==> src/hdl/srgb_lab_cdiv.sv <==
// srgb_lab_cdiv: rounding-free divide by a constant in three stages
// (reciprocal estimate, remainder, correction). Depends on nothing.

module srgb_lab_cdiv #(
  parameter longint DIV = 10000,
  parameter int     NW  = 38,
  parameter int     QW  = 25
) (
  input  logic          clk,
  input  logic [2:0]    en,
  input  logic [NW-1:0] num,
  output logic [QW-1:0] quo
);

  localparam int S  = $clog2(DIV) - 1;
  localparam int HW = NW - S;
  localparam int RW = $clog2(3 * DIV) + 1;
  localparam logic [63:0] ONE = 64'd1;
  localparam logic [HW-1:0] RECIP = HW'((ONE << NW) / 64'(DIV));
  localparam logic [RW-1:0] D1 = RW'(DIV);
  localparam logic [RW-1:0] D2 = RW'(2 * DIV);

  logic [HW-1:0]   est_a_r;
  logic [NW-1:0]   num_a_r;
  logic [HW-1:0]   est_b_r;
  logic [RW-1:0]   rem_b_r;
  logic [QW-1:0]   quo_r;
  logic [2*HW-1:0] prod;
  logic [NW-1:0]   qd;
  logic [NW-1:0]   rem_full;
  logic [HW-1:0]   est_fix;

  assign prod     = {{HW{1'b0}}, num[NW-1:S]} * {{HW{1'b0}}, RECIP};
  assign qd       = NW'(est_a_r) * NW'(DIV);
  assign rem_full = num_a_r - qd;

  always_comb begin
    if (rem_b_r >= D2) begin
      est_fix = est_b_r + HW'(2);
    end else if (rem_b_r >= D1) begin
      est_fix = est_b_r + HW'(1);
    end else begin
      est_fix = est_b_r;
    end
  end

  always_ff @(posedge clk) begin
    if (en[0]) begin
      est_a_r <= prod[2*HW-1:HW];
      num_a_r <= num;
    end
    if (en[1]) begin
      est_b_r <= est_a_r;
      rem_b_r <= rem_full[RW-1:0];
    end
    if (en[2]) begin
      quo_r <= est_fix[QW-1:0];
    end
  end

  assign quo = quo_r;

endmodule

==> config.mk <==
export PLATFORM = sky130hd
export DESIGN_NAME = srgb_lab_cdiv
export DESIGN_NICKNAME = d
export VERILOG_FILES = /design/src/hdl/srgb_lab_cdiv.sv
export SDC_FILE = /design/constraint.sdc
export NUM_CORES = 1
export LEC_CHECK = 0
export BUFFER_PORTS_ARGS = -buffer_cell sky130_fd_sc_hd__buf_4
export CORE_ASPECT_RATIO = 0.75
export CORE_UTILIZATION = 59
export DETAILED_ROUTE_END_ITERATION = 8
export GPL_TIMING_DRIVEN = 0
export PLACE_DENSITY = 0.78
export SLEW_MARGIN = 25
export SYNTH_ARGS = -nofsm -noshare
export SYNTH_HDL_FRONTEND = slang
export SYNTH_SLANG_ARGS = --single-unit
==> constraint.sdc <==
create_clock -name clk -period 7.1 [get_ports clk]
set_clock_uncertainty 0.1 [all_clocks]
set_input_delay 1.42 -clock clk [delete_from_list [all_inputs] [get_ports clk]]
set_output_delay 1.42 -clock clk [all_outputs]
set_load 0.05 [all_outputs]
==> reports/qor.yml <==
status:
  status: "complete, no violations"
sta:
  hold_violations: 0
  fin_crit_sh_pct: 98.97
  fin_setup_tns_ns: 0
  fmax_ghz: 0.1423
  setup_viol: 0
  worst_slew_pin_slew_ns: 0.4992
  rsz0062_at_grt: "true"
  setup_ws_ns: 0.07282
  post-route-min-period_ns: 7.027
  slew_headroom_pct: 66.72
  slew_viol_final: 0
setup_path:
  critPathRequiredTime_ns: 7.09
  critPathMaxFanout: 8
  cp-start-kind: "input port"
  crit_type: "input port to register"
  rr_worst_depth: 16
  end_kind: "register"
  crit_arrival_ns: 7.02
  r2r_setup_slack_ns: 2.32
cts:
  clockBufferDepth: 2
  cts_tree: "yes"
  htreeDepth: 3
  cts-root-buf: "clkbuf_16"
  cts_buffers: 9
  clock_sinks: 99
  clk_latency_ns: 0.34
  path_clk_slew_ns: 0.07
placed_design:
  gp_congestion: 0.9270
  placed_cells: 1842
  dp_hpwl_mm: 27.82
  post-place-ws_ns: -0.7740
  portBuffers: 62
global_route:
  grt_max_degree: 38
  grt_usage_pct: 26.01
  grt_pass1_wl_mm: 53.99
  grt-ovfl-total: 0
  antenna_found_initial: 0
  grt_pass1_vias: 10644
synth:
  synth_edf_count: 99
  synth.distinct_cells: 58
  synthesis.area_um2: 15690
  avgSynthCellArea_um2: 10.93
  syn_nets: 2017
  ys_async_sr_fraction_pct: 0
  ys_seq_area_share_pct: 18.94
  yosys_warnings: 0
  ys_ff_latch: 99
  synthFlopType: "edfxtp_1"
  syn_inst: 1436
floorplanning:
  fp-row-count: 51
  pin_count: 67
  dieWidth_um: 190.3
  fp.dieH_um: 143.2
  coreArea_um2: 26040
  dieArea_um2: 27260
  start_util_pct: 60.28
layout:
  mostFrequentLayoutCells: "422 x inv_1, 247 x fa_1, 245 x ha_1"
  multiInputGateArea_um2: 11620
  seqCellArea_um2: 2973
  nets: 2120
  drive_gt1_share_pct: 14.38
  syn_to_final_growth_pct: 14.04
  final_common_cell: "inv_1"
  nFillCells: 1814
  final_cells: 1888
  num_antenna_cells: 0
route:
  drt_iter0_markers: 642
  ant_nets: 0
  drt-wirelength-per-cell_um: 18.46
  firstDrtPassIters: 5
  vias: 10167
  vias_per_cell: 5.385
  drc_errors: 0
  routed_wl_mm: 34.86
worst_hold_path:
  holdPathStages: 0
  hp-class: "register to register"
flow_run:
  cap_violations: 0
-- logic make-up after synthesis --
kind of cell / share of synthesized area [%]
fa+ha+maj: 55.41
buf+inv: 10.87
compound gates: 6.482
simple gates: 4.058
flops: 18.94
xor+xnor: 4.241
-- sequential cells by signal (all words and copies together), names as in the netlist --
| signal | flops |
|---|---|
| est_a_r | 25 |
| est_b_r | 25 |
| quo | 25 |
| num_a_r | 12 |
| rem_b_r | 12 |
-- per-stage QoR --
step	cell area (um2)	hold slack (ns)	utilization (%)
4_1_cts	17340	0.3196	66.61
3_3_place_gp	16590	0.3062	63.72
3_5_place_dp	16590	0.3045	63.72
2_1_floorplan	15690	0.3003	-
5_1_grt	17900	0.3270	68.74
6_report	17900	0.3171	68.74
-- area by class of cell --
| class | instances | share of cell area (%) |
|---|---|---|
| Buffer | 3 | 0.1538 |
| Clock buffer | 9 | 1.258 |
| Clock inverter | 7 | 0.4824 |
| Inverter | 448 | 9.417 |
| Multi-Input combinational cell | 886 | 64.90 |
| Sequential cell | 99 | 16.61 |
| Tap cell | 344 | 2.405 |
| Timing Repair Buffer | 92 | 4.768 |
-- synth_stat cells, drive strengths merged (7+ instances only) --
library cell	count	area, um2
inv	448	1682
ha	279	3491
fa	260	5205
edfxtp	99	2973
xnor2	49	429.2
a21oi	43	222.7
nand2	36	135.1
o21ai	29	160.2
xor2	27	236.5
nor2	25	93.84
nand3	19	95.09
a21o	17	128.9
nand4	10	68.81
a211oi	9	90.08
and3	8	50.05
nor3	8	40.04
nor2b	7	43.79
-- critical path, cell delays in order --
cell and delay, ns:
buf_12 0.13, ha_4 0.25, buf_4 0.15, fa_1 0.59
fa_1 0.45, fa_1 0.51, fa_2 0.45, fa_1 0.54
inv_2 0.05, fa_1 0.52, inv_2 0.05, ha_4 0.28
o21ai_4 0.06, and2_4 0.14, or3_4 0.40, a211oi_4 0.36
o22ai_4 0.16, o311ai_4 0.27, a21oi_2 0.10, xnor2_1 0.14
-- path summary, 6_finish.rpt --
check,start,endpoint
max,num[28],est_a_r[24]$_DFFE_PP_
min,est_a_r[15]$_DFFE_PP_,est_b_r[15]$_DFFE_PP_
max reg2reg,est_a_r[4]$_DFFE_PP_,rem_b_r[14]$_DFFE_PP_
min reg2reg,est_a_r[15]$_DFFE_PP_,est_b_r[15]$_DFFE_PP_
-- metal layers --
metal	wire length, um	part of all wire [%]	vias up	track usage [%]
li1	-	-	4745	-
met1	15610	45	5024	36.93
met2	16200	46	345	41.36
met3	2381	6.8	53	5.186
met4	666	1.9	0	5.726
met5	0	0	-	0
-- what timing repair did --
| action | in CTS | in global routing |
|---|---|---|
| resized for setup | 72 | 92 |
| buffers inserted | 7 | 23 |
| pin swaps | 18 | 104 |
| hold buffers | 0 | 0 |
| setup endpoints to repair | 16 | 11 |
| cloned | 0 | 1 |
Power is not shown: default switching activity piles up to over one toggle a cycle in this logic, so the estimate is an artifact.
