$ cat src/hdl/srgb_lab_pkg.sv
// srgb_lab_pkg: shared constants, widths and the sRGB linearization function
// for the sRGB to CIELAB converter. No dependencies.

package srgb_lab_pkg;

  localparam int FRAC_BITS_DEF = 8;
  localparam int LIN_FB        = 24;
  localparam int F_FB          = 20;

  localparam int LIN_W = LIN_FB + 1;   // linear channel, Q24, up to 1.0
  localparam int T_W   = 25;           // normalized tristimulus, Q24
  localparam int F_W   = F_FB + 1;     // companded value, Q20

  // tristimulus numerators (matrix row scaled so the divide is by the white point)
  localparam int XN_W = 41;
  localparam int YN_W = 38;
  localparam int ZN_W = 41;
  localparam longint X_DIV = 95047;
  localparam longint Y_DIV = 10000;
  localparam longint Z_DIV = 108883;
  localparam longint X_RND = 47523;
  localparam longint Y_RND = 5000;
  localparam longint Z_RND = 54441;

  // linear segment of the companding curve
  localparam int     LN_W     = 39;
  localparam int     LQ_W     = 18;
  localparam longint L_DIV    = 1856000;
  localparam longint L_MUL    = 7787 * 116;
  localparam longint L_OFS    = (longint'(16) << F_FB) * 16000 + 928000;
  localparam longint T_CUBE_MIN = (longint'(8856) << LIN_FB) / 1000000;

  // pipeline layout
  localparam int N_CBRT   = F_FB + 1;
  localparam int ST_LIN   = 0;
  localparam int ST_NUM   = 1;
  localparam int ST_DIV   = 2;
  localparam int N_DIV    = 3;
  localparam int ST_CMP   = ST_DIV + N_DIV;
  localparam int ST_OUT   = ST_CMP + N_CBRT;
  localparam int N_STAGES = ST_OUT + 1;

  // exact sRGB decode of one 8-bit code to Q24
  function automatic logic [LIN_W-1:0] lin_value(input int c);
    logic [383:0] rhs;
    logic [383:0] dpow;
    logic [383:0] lhs;
    logic [383:0] u;
    logic [LIN_W-1:0] y;
    logic [LIN_W-1:0] trial;
    longint small_v;
    if (c * 100000 <= 1031475) begin
      small_v = (((longint'(c) * 5) << LIN_FB) + 8236) / 16473;
      return LIN_W'(small_v);
    end
    u = 384'(1000 * c + 14025);
    rhs = 384'd1;
    for (int i = 0; i < 12; i++) rhs = rhs * u;
    rhs = rhs << 120;
    dpow = 384'd1;
    for (int i = 0; i < 12; i++) dpow = dpow * 384'd269025;
    y = '0;
    for (int b = LIN_FB; b >= 0; b--) begin
      trial = y | (LIN_W'(1) << b);
      lhs = dpow;
      for (int i = 0; i < 5; i++) lhs = lhs * 384'(trial);
      if (lhs <= rhs) y = trial;
    end
    return y;
  endfunction

endpackage

$ cat src/hdl/srgb_lab_out.sv
// srgb_lab_out: L*, a*, b* from companded values, rounding and saturation,
// output register. Depends on srgb_lab_pkg.

module srgb_lab_out #(
  parameter int FRAC_BITS = srgb_lab_pkg::FRAC_BITS_DEF
) (
  input  logic                         clk,
  input  logic                         en,
  input  logic [srgb_lab_pkg::F_W-1:0] fx,
  input  logic [srgb_lab_pkg::F_W-1:0] fy,
  input  logic [srgb_lab_pkg::F_W-1:0] fz,
  output logic [14:0]                  lightness,
  output logic signed [15:0]           green_red_axis,
  output logic signed [15:0]           blue_yellow_axis
);

  localparam int     FB   = srgb_lab_pkg::F_FB;
  localparam longint L100 = longint'(100) << FRAC_BITS;
  localparam longint LIM  = (L100 > 32767) ? 32767 : L100;

  function automatic logic [15:0] axis_sat(input logic signed [31:0] n);
    logic [63:0] mag;
    logic [63:0] m;
    logic [63:0] neg_m;
    mag = n[31] ? 64'(-n) : 64'(n);
    m = ((mag << FRAC_BITS) + (64'd1 << (FB - 1))) >> FB;
    neg_m = -m;
    if (n[31]) begin
      return (m > 64'd32768) ? 16'h8000 : neg_m[15:0];
    end
    return (m > 64'd32767) ? 16'h7fff : m[15:0];
  endfunction

  logic signed [31:0] ln;
  logic signed [31:0] an;
  logic signed [31:0] bn;
  logic [63:0]        lmag;
  logic [14:0]        l_nxt;
  logic [14:0]        lightness_r;
  logic [15:0]        a_r;
  logic [15:0]        b_r;

  assign ln = $signed(32'(fy)) * 32'sd116 - (32'sd16 <<< FB);
  assign an = ($signed(32'(fx)) - $signed(32'(fy))) * 32'sd500;
  assign bn = ($signed(32'(fy)) - $signed(32'(fz))) * 32'sd200;
  assign lmag = ((64'(ln) << FRAC_BITS) + (64'd1 << (FB - 1))) >> FB;

  always_comb begin
    if (ln <= 0) begin
      l_nxt = '0;
    end else if (lmag > 64'(LIM)) begin
      l_nxt = 15'(LIM);
    end else begin
      l_nxt = lmag[14:0];
    end
  end

  always_ff @(posedge clk) begin
    if (en) begin
      lightness_r <= l_nxt;
      a_r         <= axis_sat(an);
      b_r         <= axis_sat(bn);
    end
  end

  assign lightness        = lightness_r;
  assign green_red_axis   = $signed(a_r);
  assign blue_yellow_axis = $signed(b_r);

endmodule

$ cat config.mk
export PLATFORM = sky130hd
export DESIGN_NAME = srgb_lab_out
export DESIGN_NICKNAME = d
export VERILOG_FILES = /design/src/hdl/srgb_lab_pkg.sv /design/src/hdl/srgb_lab_out.sv
export SDC_FILE = /design/constraint.sdc
export NUM_CORES = 1
export LEC_CHECK = 0
export ABC_AREA = 1
export BUFFER_PORTS_ARGS = -buffer_cell sky130_fd_sc_hd__buf_2
export CORE_MARGIN = 8
export CORE_UTILIZATION = 65
export CTS_BUF_LIST = sky130_fd_sc_hd__clkbuf_16
export CTS_CLUSTER_DIAMETER = 40
export DETAILED_ROUTE_END_ITERATION = 6
export PLACE_DENSITY = 0.84
export SYNTH_ARGS = -nofsm -noshare
export SYNTH_HDL_FRONTEND = slang
export SYNTH_SLANG_ARGS = --single-unit
$ cat constraint.sdc
create_clock -name clk -period 9.9 [get_ports clk]
set_input_delay 1.485 -clock clk [delete_from_list [all_inputs] [get_ports clk]]
set_output_delay 1.485 -clock clk [all_outputs]
set_load 0.05 [all_outputs]
==> flow_summary.yaml <==
floorplan:
  fp-row-count: 61
  core_area_um2: 27800
  die_width_um: 184
  io_pins: 112
  fp.dieH_um: 184
  start_util_pct: 66.0
  dieArea_um2: 33900
timing:
  min_period_over_period_pct: 94.6
  clock.fmax_mhz: 107
  worst_slew_pin_slew_ps: 749
  hold_viol: 0
  whs_ps: 1830
  finalSetupViolations: 0
  finalCriticalPeriod_ps: 9370
  slew_viol_final: 0
  slew_headroom_pct: 49.9
clocking:
  cts_max_path_buffers: 2
  path_clk_slew_ps: 70
  cts_tree: "yes"
  htree_levels: 2
  numCtsBuffers: 5
  ctsHoldBuffers: 0
  root_buffer: "clkbuf_16"
  clock_sinks: 47
detailed_routing:
  avgViaCountPerCell: 5.38
  wl_met1_mm: 19.3
  wl_met2_mm: 22.9
  drt_iter0_markers: 1127
  num_vias: 18000
  drtAntennaViolNets: 0
  drc: 0
  highest_layer: "met4"
  wl_per_cell_um: 13.7
  finalWirelength_mm: 45.8
  drt_first_pass_iters: 5
  dr_wl_met3_mm: 1.99
hold_path:
  hp-class: "input pin to register"
synthesis:
  yosys-top-cells-area: "nand2_1, ha_1, fa_1, inv_1, edfxtp_1"
  ys_ff_latch: 47
  yosysSeqAreaShare_pct: 7.69
  synth.top_cell.area_share_pct: 16.5
  synth_area_um2: 18300
  async_reset_ff_share_pct: 0
  post-synth-top-area-cell: "nand2_1"
  synth_cells: 2841
  synth_ff_type: "edfxtp_1"
  synth_edf_count: 47
  yosysUniqueCellTypes: 52
  syn_avg_cell_area_um2: 6.46
  synth_nets: 3273
  yosysWarnings: 0
global_route:
  grt_pass1_vias: 17900
  overflow: 0
  grtUsageTotal_pct: 27.4
  antenna_found_initial: 0
  grt_max_degree: 48
  grt_first_pass_wirelength_mm: 78.6
status:
  status: "complete, no violations"
worst_setup_path:
  required_ps: 9970
  critPathSlowestCell: "fa_1"
  crit_path_max_incr_delay_ps: 560
  worstPathMaxFanout: 13
  worstPathArrival_ps: 9440
  path_buf_inv: 8
  worst_setup_path_end_kind: "register"
  cp_common_cell: "nand2_1"
  start_kind: "input pin"
  critical_path_class: "input pin to register"
  path_delay_family: "simple AND/OR/NAND/NOR gates"
placement:
  dpl.hpwl_mm: 39.4
  port_buffers: 111
  gp_congestion: 0.932
  dp_cells: 3322
final_layout:
  postLayoutCoreUtil_pct: 71.1
  num_antenna_cells: 0
  fillers: 2415
  instances_no_fill: 3337
  final_common_cell: "nand2_1"
  final_cell_mix: "nand2_1, inv_1, ha_1"
  area_growth_pct: 7.61
  nNetsFinal: 3390
  drive_above_1_share_pct: 11.6
  multi_input_area_um2: 14600
  regArea_um2: 1410
job:
  drv_cap: 0
## metal layers
layer  vias up  GRT usage, %
li1       9090             -
met1      8291          31.9
met2       467          50.8
met5         -             0
met4         0          10.3
met3       105          3.16
## registers in the layout, summed over array words and instances (netlist names)
signal            cells
lightness            15
blue_yellow_axis     16
green_red_axis       16
## timing repair
| action | CTS | global route |
|---|---|---|
| endpoints found under the hold margin | 0 | 0 |
| setup buffers | 0 | 5 |
| setup endpoints to repair | 0 | 17 |
| resized for setup | 0 | 39 |
## worst paths after layout
kind / start / endpoint / slack, ps / cells after the start
max: fy[0] / green_red_axis[15] / 530 / 53
min: en / green_red_axis[8] / 1830 / 2
## synth_stat cells, types with 13 or more instances
master    number
a21o_1        13
a21oi_1      102
edfxtp_1      47
fa_1         130
ha_1         237
inv_1        607
inv_2         15
nand2_1      808
nand2_2       58
nand2_4       15
nand3_1      188
nand3_2       24
nand3b_1      18
nand4_1       59
nor2_1       199
nor2_2        31
nor2_4        14
nor3_1        18
o21ai_0       54
o21ai_2       13
o21bai_1      13
xnor2_1       32
xor2_1        76
## final cells by class
cell class / instances / share of cell area, %
clock buffers: 5 / 0.634
repair buffers: 127 / 3.47
clock inverters: 3 / 0.361
multi-input cells: 2155 / 74.2
flip-flops and latches: 47 / 7.15
well taps: 378 / 2.40
inverters: 622 / 11.8
## per-stage QoR
step / area [um^2] / TNS (ps) / setup slack, ps
floorplan: 18300 / 0 / 816
global placement: 19300 / 0 / 251
detailed placement: 19300 / -1850 / -170
CTS: 19500 / 0 / 143
global route: 19700 / -1870 / -167
finish: 19700 / 0 / 531
## logic make-up after synthesis
group,synth area share [%]
and+or+nand+nor,35.9
buffers and inverters,13.6
adders and majority gates,30.4
AOI/OAI and AO/OA,7.13
xor gates and xnor gates,5.25
DFF,7.69
other,0.0204
Power is left out: the tool's default activity adds up to more than one toggle a clock period on the data nets, which glitch-free logic cannot reach.
